==> config.mk <==
export PLATFORM = sky130hd
export DESIGN_NAME = code_point_text_encoder_core
export DESIGN_NICKNAME = d
export VERILOG_FILES = /design/src/sv/cpte_pkg.sv /design/src/sv/cpte_front.sv /design/src/sv/cpte_queue.sv /design/src/sv/cpte_back.sv /design/src/sv/code_point_text_encoder_core.sv
export SDC_FILE = /design/constraint.sdc
export NUM_CORES = 1
export LEC_CHECK = 0
export ABC_AREA = 1
export ABC_CLOCK_PERIOD_IN_PS = 7300
export BUFFER_PORTS_ARGS = -buffer_cell sky130_fd_sc_hd__buf_2
export CAP_MARGIN = 10
export CORE_MARGIN = 2
export CORE_UTILIZATION = 51
export CTS_CLUSTER_DIAMETER = 200
export DETAILED_ROUTE_END_ITERATION = 12
export PLACE_DENSITY = 0.71
export SKIP_CTS_REPAIR_TIMING = 1
export SLEW_MARGIN = 20
export SYNTH_ARGS = -nofsm -noshare
export SYNTH_HDL_FRONTEND = slang
export SYNTH_SLANG_ARGS = --single-unit
export TNS_END_PERCENT = 50
==> constraint.sdc <==
create_clock -name clk -period 7.3 [get_ports clk]
set_input_delay 0 -clock clk [delete_from_list [all_inputs] [get_ports clk]]
set_output_delay 0 -clock clk [all_outputs]
set_load 0.05 [all_outputs]
==> src/sv/cpte_pkg.sv <==
package cpte_pkg;

  localparam int unsigned QUEUE_DEPTH = 2;

  localparam logic [1:0] MODE_LATIN1  = 2'd0;
  localparam logic [1:0] MODE_UTF8    = 2'd1;
  localparam logic [1:0] MODE_UTF16LE = 2'd2;
  localparam logic [1:0] MODE_UTF16BE = 2'd3;

  localparam logic [7:0] SUBST_CHAR = 8'h3f;

  typedef struct packed {
    logic [3:0][7:0] bytes;
    logic [1:0]      last_idx;
  } entry_t;

  typedef struct packed {
    logic   wr_en;
    entry_t wr_data;
  } q_wr_t;

endpackage

==> src/sv/cpte_front.sv <==
module cpte_front (
  input  logic                 clk,
  input  logic                 rst,
  input  logic                 push,
  input  logic [31:0]          code_point,
  input  logic                 cfg_valid,
  output logic                 cfg_ready,
  input  logic [1:0]           cfg_data,
  input  logic                 q_full,
  output cpte_pkg::q_wr_t      q_wr
);

  logic [1:0]       mode;
  cpte_pkg::entry_t ent;
  logic             keep;

  assign cfg_ready = 1'b1;

  always_ff @(posedge clk) begin
    if (rst) begin
      mode <= cpte_pkg::MODE_LATIN1;
    end else if (cfg_valid && cfg_ready) begin
      mode <= cfg_data;
    end
  end

  always_comb begin
    ent.bytes    = '0;
    ent.last_idx = 2'd0;
    keep         = 1'b1;
    unique case (mode)
      cpte_pkg::MODE_LATIN1: begin
        ent.bytes[0] = (code_point <= 32'h0000_00ff) ? code_point[7:0] : cpte_pkg::SUBST_CHAR;
      end
      cpte_pkg::MODE_UTF8: begin
        if (code_point < 32'h0000_0080) begin
          ent.bytes[0] = code_point[7:0];
        end else if (code_point < 32'h0000_0800) begin
          ent.bytes[0]  = {3'b110, code_point[10:6]};
          ent.bytes[1]  = {2'b10, code_point[5:0]};
          ent.last_idx  = 2'd1;
        end else if (code_point < 32'h0001_0000) begin
          ent.bytes[0]  = {4'b1110, code_point[15:12]};
          ent.bytes[1]  = {2'b10, code_point[11:6]};
          ent.bytes[2]  = {2'b10, code_point[5:0]};
          ent.last_idx  = 2'd2;
        end else if (code_point < 32'h0020_0000) begin
          ent.bytes[0]  = {5'b11110, code_point[20:18]};
          ent.bytes[1]  = {2'b10, code_point[17:12]};
          ent.bytes[2]  = {2'b10, code_point[11:6]};
          ent.bytes[3]  = {2'b10, code_point[5:0]};
          ent.last_idx  = 2'd3;
        end else begin
          keep = 1'b0;
        end
      end
      cpte_pkg::MODE_UTF16LE: begin
        ent.bytes[0] = code_point[7:0];
        ent.bytes[1] = code_point[15:8];
        ent.last_idx = 2'd1;
      end
      default: begin
        ent.bytes[0] = code_point[15:8];
        ent.bytes[1] = code_point[7:0];
        ent.last_idx = 2'd1;
      end
    endcase
  end

  // drop items that encode to nothing
  assign q_wr.wr_en   = push && !q_full && keep;
  assign q_wr.wr_data = ent;

endmodule

==> src/sv/cpte_queue.sv <==
module cpte_queue #(
  parameter int unsigned DEPTH = cpte_pkg::QUEUE_DEPTH
) (
  input  logic             clk,
  input  logic             rst,
  input  cpte_pkg::q_wr_t  q_wr,
  output logic             full,
  input  logic             rd_en,
  output cpte_pkg::entry_t rd_data,
  output logic             q_empty
);

  localparam int unsigned PtrW = (DEPTH > 1) ? $clog2(DEPTH) : 1;
  localparam int unsigned CntW = $clog2(DEPTH + 1);

  cpte_pkg::entry_t mem [DEPTH];
  logic [PtrW-1:0]  wr_ptr;
  logic [PtrW-1:0]  rd_ptr;
  logic [CntW-1:0]  count;
  logic             do_wr;
  logic             do_rd;

  assign full    = (count == CntW'(DEPTH));
  assign q_empty = (count == '0);
  assign do_wr   = q_wr.wr_en && !full;
  assign do_rd   = rd_en && !q_empty;
  assign rd_data = mem[rd_ptr];

  always_ff @(posedge clk) begin
    if (do_wr) begin
      mem[wr_ptr] <= q_wr.wr_data;
    end
  end

  always_ff @(posedge clk) begin
    if (rst) begin
      wr_ptr <= '0;
      rd_ptr <= '0;
      count  <= '0;
    end else begin
      if (do_wr) begin
        wr_ptr <= (wr_ptr == PtrW'(DEPTH - 1)) ? '0 : wr_ptr + 1'b1;
      end
      if (do_rd) begin
        rd_ptr <= (rd_ptr == PtrW'(DEPTH - 1)) ? '0 : rd_ptr + 1'b1;
      end
      case ({do_wr, do_rd})
        2'b10:   count <= count + 1'b1;
        2'b01:   count <= count - 1'b1;
        default: count <= count;
      endcase
    end
  end

`ifndef NO_ASSERTIONS
  a_count_bound: assert property (@(posedge clk) disable iff (rst)
    count <= CntW'(DEPTH))
    else $error("queue count above depth");
  a_ptr_gap: assert property (@(posedge clk) disable iff (rst)
    (count == '0 || count == CntW'(DEPTH)) |-> (wr_ptr == rd_ptr))
    else $error("queue pointers disagree with count");
`endif

endmodule

==> src/sv/cpte_back.sv <==
module cpte_back (
  input  logic             clk,
  input  logic             rst,
  input  cpte_pkg::entry_t q_data,
  input  logic             q_empty,
  output logic             rd_en,
  output logic [7:0]       out_byte,
  output logic             last_byte,
  output logic             empty,
  input  logic             pop
);

  logic       out_valid;
  logic [1:0] idx;
  logic       load;
  logic       take;
  logic       is_last;

  assign empty   = !out_valid;
  assign load    = !out_valid || pop;
  assign take    = load && !q_empty;
  assign is_last = (idx == q_data.last_idx);
  assign rd_en   = take && is_last;

  always_ff @(posedge clk) begin
    if (take) begin
      out_byte  <= q_data.bytes[idx];
      last_byte <= is_last;
    end
  end

  always_ff @(posedge clk) begin
    if (rst) begin
      out_valid <= 1'b0;
      idx       <= 2'd0;
    end else begin
      if (take) begin
        out_valid <= 1'b1;
        idx       <= is_last ? 2'd0 : idx + 2'd1;
      end else if (pop) begin
        out_valid <= 1'b0;
      end
    end
  end

`ifndef NO_ASSERTIONS
  a_hold: assert property (@(posedge clk) disable iff (rst)
    (out_valid && !pop) |=> out_valid)
    else $error("waiting item lost");
  a_idx_idle: assert property (@(posedge clk) disable iff (rst)
    q_empty |-> (idx == 2'd0))
    else $error("byte index left mid item");
`endif

endmodule

==> src/sv/code_point_text_encoder_core.sv <==
// Character encoder: one code point in, up to four encoded bytes out.
// Input channel: code_point with push/full; an item is taken when push is
// high and full is low. Output channel: out_byte/last_byte with empty/pop;
// the oldest byte is shown while empty is low and taken when pop is high.
// last_byte marks the final byte of each code point.
// Configuration: cfg_data with cfg_valid/cfg_ready selects the encoding
// (0 latin1, 1 UTF-8, 2 UTF-16 LE, 3 UTF-16 BE); cfg_ready is always high.
// The first byte of an item passes the queue memory and then the single
// output register of the serializer before it is shown. The serializer
// gives one byte per cycle while pop is high and bytes are waiting, set by
// that output register. UTF-8 code points at or above 0x200000 give no
// bytes and are dropped at the input.
// A small queue between the encoder and the serializer lets the input keep
// going while the receiver stalls; full rises once it fills.
// Reset (rst, synchronous) empties the queue and the output register and
// selects latin1.
module code_point_text_encoder_core #(
  parameter int unsigned QUEUE_DEPTH = cpte_pkg::QUEUE_DEPTH
) (
  input  logic        clk,
  input  logic        rst,
  input  logic        push,
  output logic        full,
  input  logic [31:0] code_point,
  output logic        empty,
  input  logic        pop,
  output logic [7:0]  out_byte,
  output logic        last_byte,
  input  logic        cfg_valid,
  output logic        cfg_ready,
  input  logic [1:0]  cfg_data
);

  cpte_pkg::q_wr_t  q_wr;
  cpte_pkg::entry_t q_data;
  logic             q_empty;
  logic             rd_en;

  cpte_front u_front (
    .clk        (clk),
    .rst        (rst),
    .push       (push),
    .code_point (code_point),
    .cfg_valid  (cfg_valid),
    .cfg_ready  (cfg_ready),
    .cfg_data   (cfg_data),
    .q_full     (full),
    .q_wr       (q_wr)
  );

  cpte_queue #(
    .DEPTH (QUEUE_DEPTH)
  ) u_queue (
    .clk     (clk),
    .rst     (rst),
    .q_wr    (q_wr),
    .full    (full),
    .rd_en   (rd_en),
    .rd_data (q_data),
    .q_empty (q_empty)
  );

  cpte_back u_back (
    .clk       (clk),
    .rst       (rst),
    .q_data    (q_data),
    .q_empty   (q_empty),
    .rd_en     (rd_en),
    .out_byte  (out_byte),
    .last_byte (last_byte),
    .empty     (empty),
    .pop       (pop)
  );

endmodule

==> Yosys cells after proc, flatten, opt, wreduce, memory -nomap -nowiden <==
Memory sizes are Yosys's and may differ from the RTL's. A register that Yosys moved wholly into a read port is not among the register bits.
Index checks and enable logic that the tools add are counted.
{ "classes": {"add_sub_neg": 5, "n_lt_le_gt_ge": 6, "n_eq_ne": 6, "mux": 34, "n_reduce_logical": 14} }
{ "ops": {"columns": ["operator", "count"], "rows": [
  ["$mux 34", 5],
  ["$pmux 8 s3", 2],
  ["$le 32x8->1 const B", 1],
  ["$lt 32x12->1 const B", 1],
  ["$lt 32x17->1 const B", 1],
  ["$lt 32x22->1 const B", 1],
  ["$lt 32x8->1 const B", 1],
  ["$mux 16", 2],
  ["$mux 8", 4],
  ["$mux 26", 1],
  ["$mux 24", 1],
  ["$mux 18", 1],
  ["$bmux 8 s2", 1],
  ["$mux 1", 13],
  ["$pmux 2 s2", 2],
  ["$eq 2x2->1 const B", 3],
  ["$logic_and 1x1->1", 6],
  ["$add 2x1->2 const B", 2],
  ["$eq 2x1->1 const B", 2],
  ["$logic_not 2->1", 2],
  ["$mux 2", 2],
  ["$reduce_bool 2->1", 2],
  ["$logic_not 1->1", 3],
  ["$lt 2x3->1 const B", 1],
  ["other kinds (4)", 5]
]} }
{ "word_totals": {"register_bits": 18, "mem_bits_rw": 68, "input_bits": 39, "n_memories": 1} }
{ "memory_table": {"columns": ["name", "depth", "width", "read_ports", "rd_clocked_by_memory_dff", "wr", "line_no", "rtl"], "rows": [
  ["u_queue.mem", 2, 34, 1, 1, 1, "cpte_queue.sv:16", "cpte_pkg::entry_t mem [DEPTH];"]
]} }

==> Longest topological paths before layout <==
{ "depth": {"ltp_word": 10, "mapped_depth": 12, "depth_no_buf": 12} }

==> Modules after synthesis <==
From an unflattened synthesis, not the netlist that was laid out.
{ "unflattened": {"hier_cells": 471, "area_unflattened_um2": 4799.6} }
{ "modules_own_cells": {"columns": ["mod", "n_inst", "cells_each", "area_per_inst_um2", "seq_area_each_um2"], "rows": [
  ["cpte_queue", 1, 146, 2854.0, 2142.1],
  ["cpte_front", 1, 238, 1218.7, 40.0],
  ["cpte_back", 1, 87, 726.9, 330.3]
]} }

==> Worst setup path after synthesis <==
No wires, ideal clock.
{ "synth_path": {"kind": "register to register", "from": "register u_queue.count[0]", "to": "memory u_queue.mem[1][0] (netlist name), enable pin", "setup_ns": 0.423, "t_arrival_ns": 2.278, "t_required_ns": 6.877, "setup_slack_ns": 4.599, "stages_incl_launch_ff": 5, "period_less_slack_ns": 2.701, "path_cell_list": "dfxtp_1 -> nor2_1 -> nor2_1 -> nand2_1 -> nor2_1"} }
{ "synth_via": {"elab_chain_cells": 7} }
{ "synth_rtl": {"columns": ["item", "line_no", "rtl"], "rows": [
  ["start, declared", "cpte_queue.sv:19", "logic [CntW-1:0] count;"],
  ["start signal, assigned", "cpte_queue.sv:48", "2'b10: count <= count + 1'b1;"],
  ["start signal, assigned", "cpte_queue.sv:49", "2'b01: count <= count - 1'b1;"],
  ["start signal, assigned", "cpte_queue.sv:50", "default: count <= count;"],
  ["$eq 2x2->1 (*)", "cpte_queue.sv:23", "assign full = (count == CntW'(DEPTH));"],
  ["net full", "code_point_text_encoder_core.sv:23", "output logic full,"],
  ["$logic_not 1->1 (*)", "cpte_front.sv:71, cpte_queue.sv:25", null],
  ["$logic_and 1x1->1 (2 in series)", "cpte_front.sv:71", "assign q_wr.wr_en = push && !q_full && keep;"],
  ["$logic_and 1x1->1 (*)", "cpte_queue.sv:25", "assign do_wr = q_wr.wr_en && !full;"],
  ["$mux 1 (*)", "cpte_queue.sv:30", "if (do_wr) begin"],
  ["$mux 1 (not written as such) (*)", "cpte_queue.sv:31", "mem[wr_ptr] <= q_wr.wr_data;"],
  ["end, declared", "cpte_queue.sv:16", null]
]} }
Mark *: on every way through the listed nets, which the timed path passes. The rest lies on a longest branch.

==> Worst setup path after layout <==
{ "layout_path": {"from": "register u_back.idx[0]", "to": "register u_queue.count[1]"} }
{ "layout_via": {"elab_chain_cells": 5, "word_cells_on_any_way": 7, "cone_classes": "eq/ne (3); mux (1); reduce/logical (3)"} }
{ "layout_rtl": {"columns": ["item", "line_no", "rtl"], "rows": [
  ["start, declared", "cpte_back.sv:14", "logic [1:0] idx;"],
  ["start signal, assigned", "cpte_back.sv:39", "idx <= is_last ? 2'd0 : idx + 2'd1;"],
  ["$eq 2x2->1 (*)", "cpte_back.sv:22", "assign is_last = (idx == q_data.last_idx);"],
  ["$logic_and 1x1->1 (*)", "cpte_back.sv:23", "assign rd_en = take && is_last;"],
  ["$logic_and 1x1->1 (*)", "cpte_queue.sv:26", "assign do_rd = rd_en && !q_empty;"],
  ["net u_queue.do_rd", "cpte_queue.sv:21", "logic do_rd;"],
  ["$eq 2x1->1 or $eq 2x2->1 (tied branches)", "cpte_queue.sv:47", "case ({do_wr, do_rd})"],
  ["$pmux 2 s2 or $reduce_bool 2->1 (tied branches)", null, null]
]} }
Marks and branches as above.
A chain may end at the register's enable or synchronous reset.

==> reports/qor.yml <==
sta:
  setup_viol: 0
  finalCritPeriodShare_pct: 35.0
  slew_headroom_pct: 55.6
  slew_violations: 0
  hold_violations: 2
  holdWs_ns: -0.0361
  final.setup.tns_ns: 0
  min_period_ns: 2.56
  worst_pin_slew_ns: 0.665
  clock_skew_ns: 0.00826
  rsz0062_at_grt: "no"
  max_freq_mhz: 391
cells_and_area:
  layout.nets: 562
  drive_gt1_share_pct: 19.2
  fill_cells: 725
  diodes: 0
  fin_cells: 632
  syn2layout_area_growth_pct: 12.9
grt:
  grt_pass1_wl_um: 15700
  antenna_found_initial: 0
  grt_remaining_overflow: 0
  grt_pass1_vias: 3189
  grt_max_degree: 34
  grtUsageMet1_pct: 32.7
  grt_use_met2_pct: 35.9
  grt_util_met3_pct: 4.51
  grt_util_all_layers_pct: 23.2
  top_usage_layer: "met2"
floorplan:
  boundaryPins: 51
  dieWidth_um: 95.4
  die_height_um: 95.4
  initial_core_util_pct: 52.1
  placeableCoreArea_um2: 8180
  dieArea_um2: 9100
  row_count: 33
clock_network:
  cts_max_level: 3
  cts_buffers: 9
  cts_tree: "done"
  cts_sinks: 83
  insertion_delay_ns: 0.36
  clk_pin_slew_ns: 0.08
  cts-root-buf: "clkbuf_8"
  cts_buffer_depth: 2
critical_path:
  endpoint_kind: "flip-flop"
  cp-startpoint: "u_back.idx[0]"
  r2r-start: "u_back.idx[0]"
  critical_path.max_fanout: 17
  ff2ff_setup_slack_ns: 4.74
  r2r-end: "u_queue.count[1]"
  r2r_cells: 10
  crit_end: "u_queue.count[1]"
  critPathKind: "flip-flop to flip-flop"
  cp.required_ns: 7.59
  startpoint_type: "flip-flop"
  arrival_ns: 2.84
synth:
  synth_fp_nets: 508
  synth_top_area_share_pct: 51.5
  ys.flop_type: "edfxtp_1"
  synth.largest_area_cell: "edfxtp_1"
  ys_seq_elements: 83
  yosysMostFrequentCell: "nor2_1"
  synth.area.top_cells: "edfxtp_1 (51%), nor2_1 (8.2%), nand2_1 (6.2%)"
  synth_cell_types: 36
  synth-seq-area-share_pct: 56.2
  ys_top_cells_by_count: "nor2_1 (93), edfxtp_1 (73), nand2_1 (70)"
  synth_area_um2: 4260
  async_reset_ff_share_pct: 0
  syn_avg_cell_area_um2: 9.10
  yosysWarningCount: 0
  synth_edf_count: 73
  synthCells: 468
placement:
  dp_hpwl_um: 6860
  placed_cells: 612
  gp_congestion: 0.929
  numPortBuffers: 49
power_and_ir_drop:
  ir_worst_vdd_uv: 150
  power_density_nw_per_um2: 302
  p_leak_uw: 0.00199
run:
  cap_viol_max_count: 0
detailed_routing:
  wl_per_cell_um: 15.6
  drt_first_pass_iters: 4
  viasPerCell: 5.44
  ant_nets: 0
  drtIter0Drc: 264
  drt_wl_total_um: 9870
  vias: 3440
  drcViolationCount: 0
outcome:
  status: "finished with violations"
  violations: "negative hold slack"
worst_hold_path:
  min-delay-start: "pop"
  min_path_type: "input port to flip-flop"
[placed cells by master, fill, tap and decap left out, types with 2 or more instances in the layout]
cell and instances:
o22ai_1 9, o21ai_0 47, nor2_4 6, nor2_1 91
inv_6 2, inv_1 48, dfxtp_1 9, clkinv_4 2
nor3_1 2, nand3_1 24, a22oi_1 7, nand3_2 3
nand2_4 3, nand2_2 4, clkinv_1 3, a31oi_1 7
edfxtp_1 73, clkbuf_8 9, o21a_1 2, nor2_2 10
o211ai_1 7, nand4_1 4, xor2_1 2, buf_4 3
a21oi_1 12, nand2_1 70, buf_2 49, dlygate4sd3_1 4
inv_2 3
[report_power, final]
group	switching (uW)	internal, uW	total (uW)
combinational	335	127	461
clock	173	125	298
sequential	57.5	634	691
[critical path: stages (launching register included)]
cell and delay, ns:
dfxtp_1 0.75, inv_1 0.49, xor2_1 0.26, nand2_1 0.10, nor2_2 0.19, ha_1 0.27, inv_1 0.08, nand2_1 0.06
nor2_1 0.11, o21ai_0 0.09, a21oi_1 0.11
[worst min path at each step]
| stage | end | slack (ns) | cells past startpoint |
|---|---|---|---|
| 2_1_floorplan | u_back.out_valid | 0.07 | 1 |
| 3_3_place_gp | u_back.out_valid | 0.23 | 2 |
| 3_5_place_dp | u_back.out_valid | 0.24 | 2 |
| 4_1_cts | u_back.out_valid | -0.14 | 2 |
| 5_1_grt | u_queue.mem[0][8] | 0.005 | 3 |
| 6_report | u_back.out_valid | -0.04 | 4 |
[metrics by stage]
step | utilization, % | instance area, um^2 | worst slack, ns | total power (uW)
after floorplan | - | 4260 | 4.60 | 1030
after global placement | 56.2 | 4590 | 4.40 | 1150
after detailed placement | 56.2 | 4590 | 4.30 | 1160
after CTS | 58.3 | 4770 | 4.28 | 1460
after global routing | 58.8 | 4810 | 4.47 | 1540
final | 58.8 | 4810 | 4.74 | 1450
[final cells by class]
type                    count  area (um^2)  share of cell area [%]
clock buffers               9          124                    2.58
clock inverters             7         51.3                    1.07
inverters                  53          199                    4.14
multi-input cells         319         1600                    33.3
flip-flops and latches     83         2390                    49.8
well taps                 105          131                    2.73
repair buffers             56          308                    6.40
[state kept, by name, summed over array words and instances, names as in the netlist, named ones only]
signal / count
u_queue.count: 2
u_front.mode: 2
u_queue.wr_ptr: 1
u_queue.rd_ptr: 1
u_back.last_byte: 1
u_queue.mem: 64
u_back.idx: 2
u_back.out_valid: 1
u_back.out_byte: 8
[logic make-up after synthesis]
group                      share of synthesized area (%)
adders and majority gates                          0.294
and+or+nand+nor                                     23.5
xor gates and xnor gates                           0.411
AOI/OAI and AO/OA                                   13.2
buffers and inverters                               6.37
other                                             0.0880
DFF                                                 56.2
[routing by layer]
metal,up-vias,wire [um]
li1,1699,-
met1,1577,4270
met2,147,4570
met3,17,825
met4,0,201
met5,-,0
(Power assumes the default switching activity.)
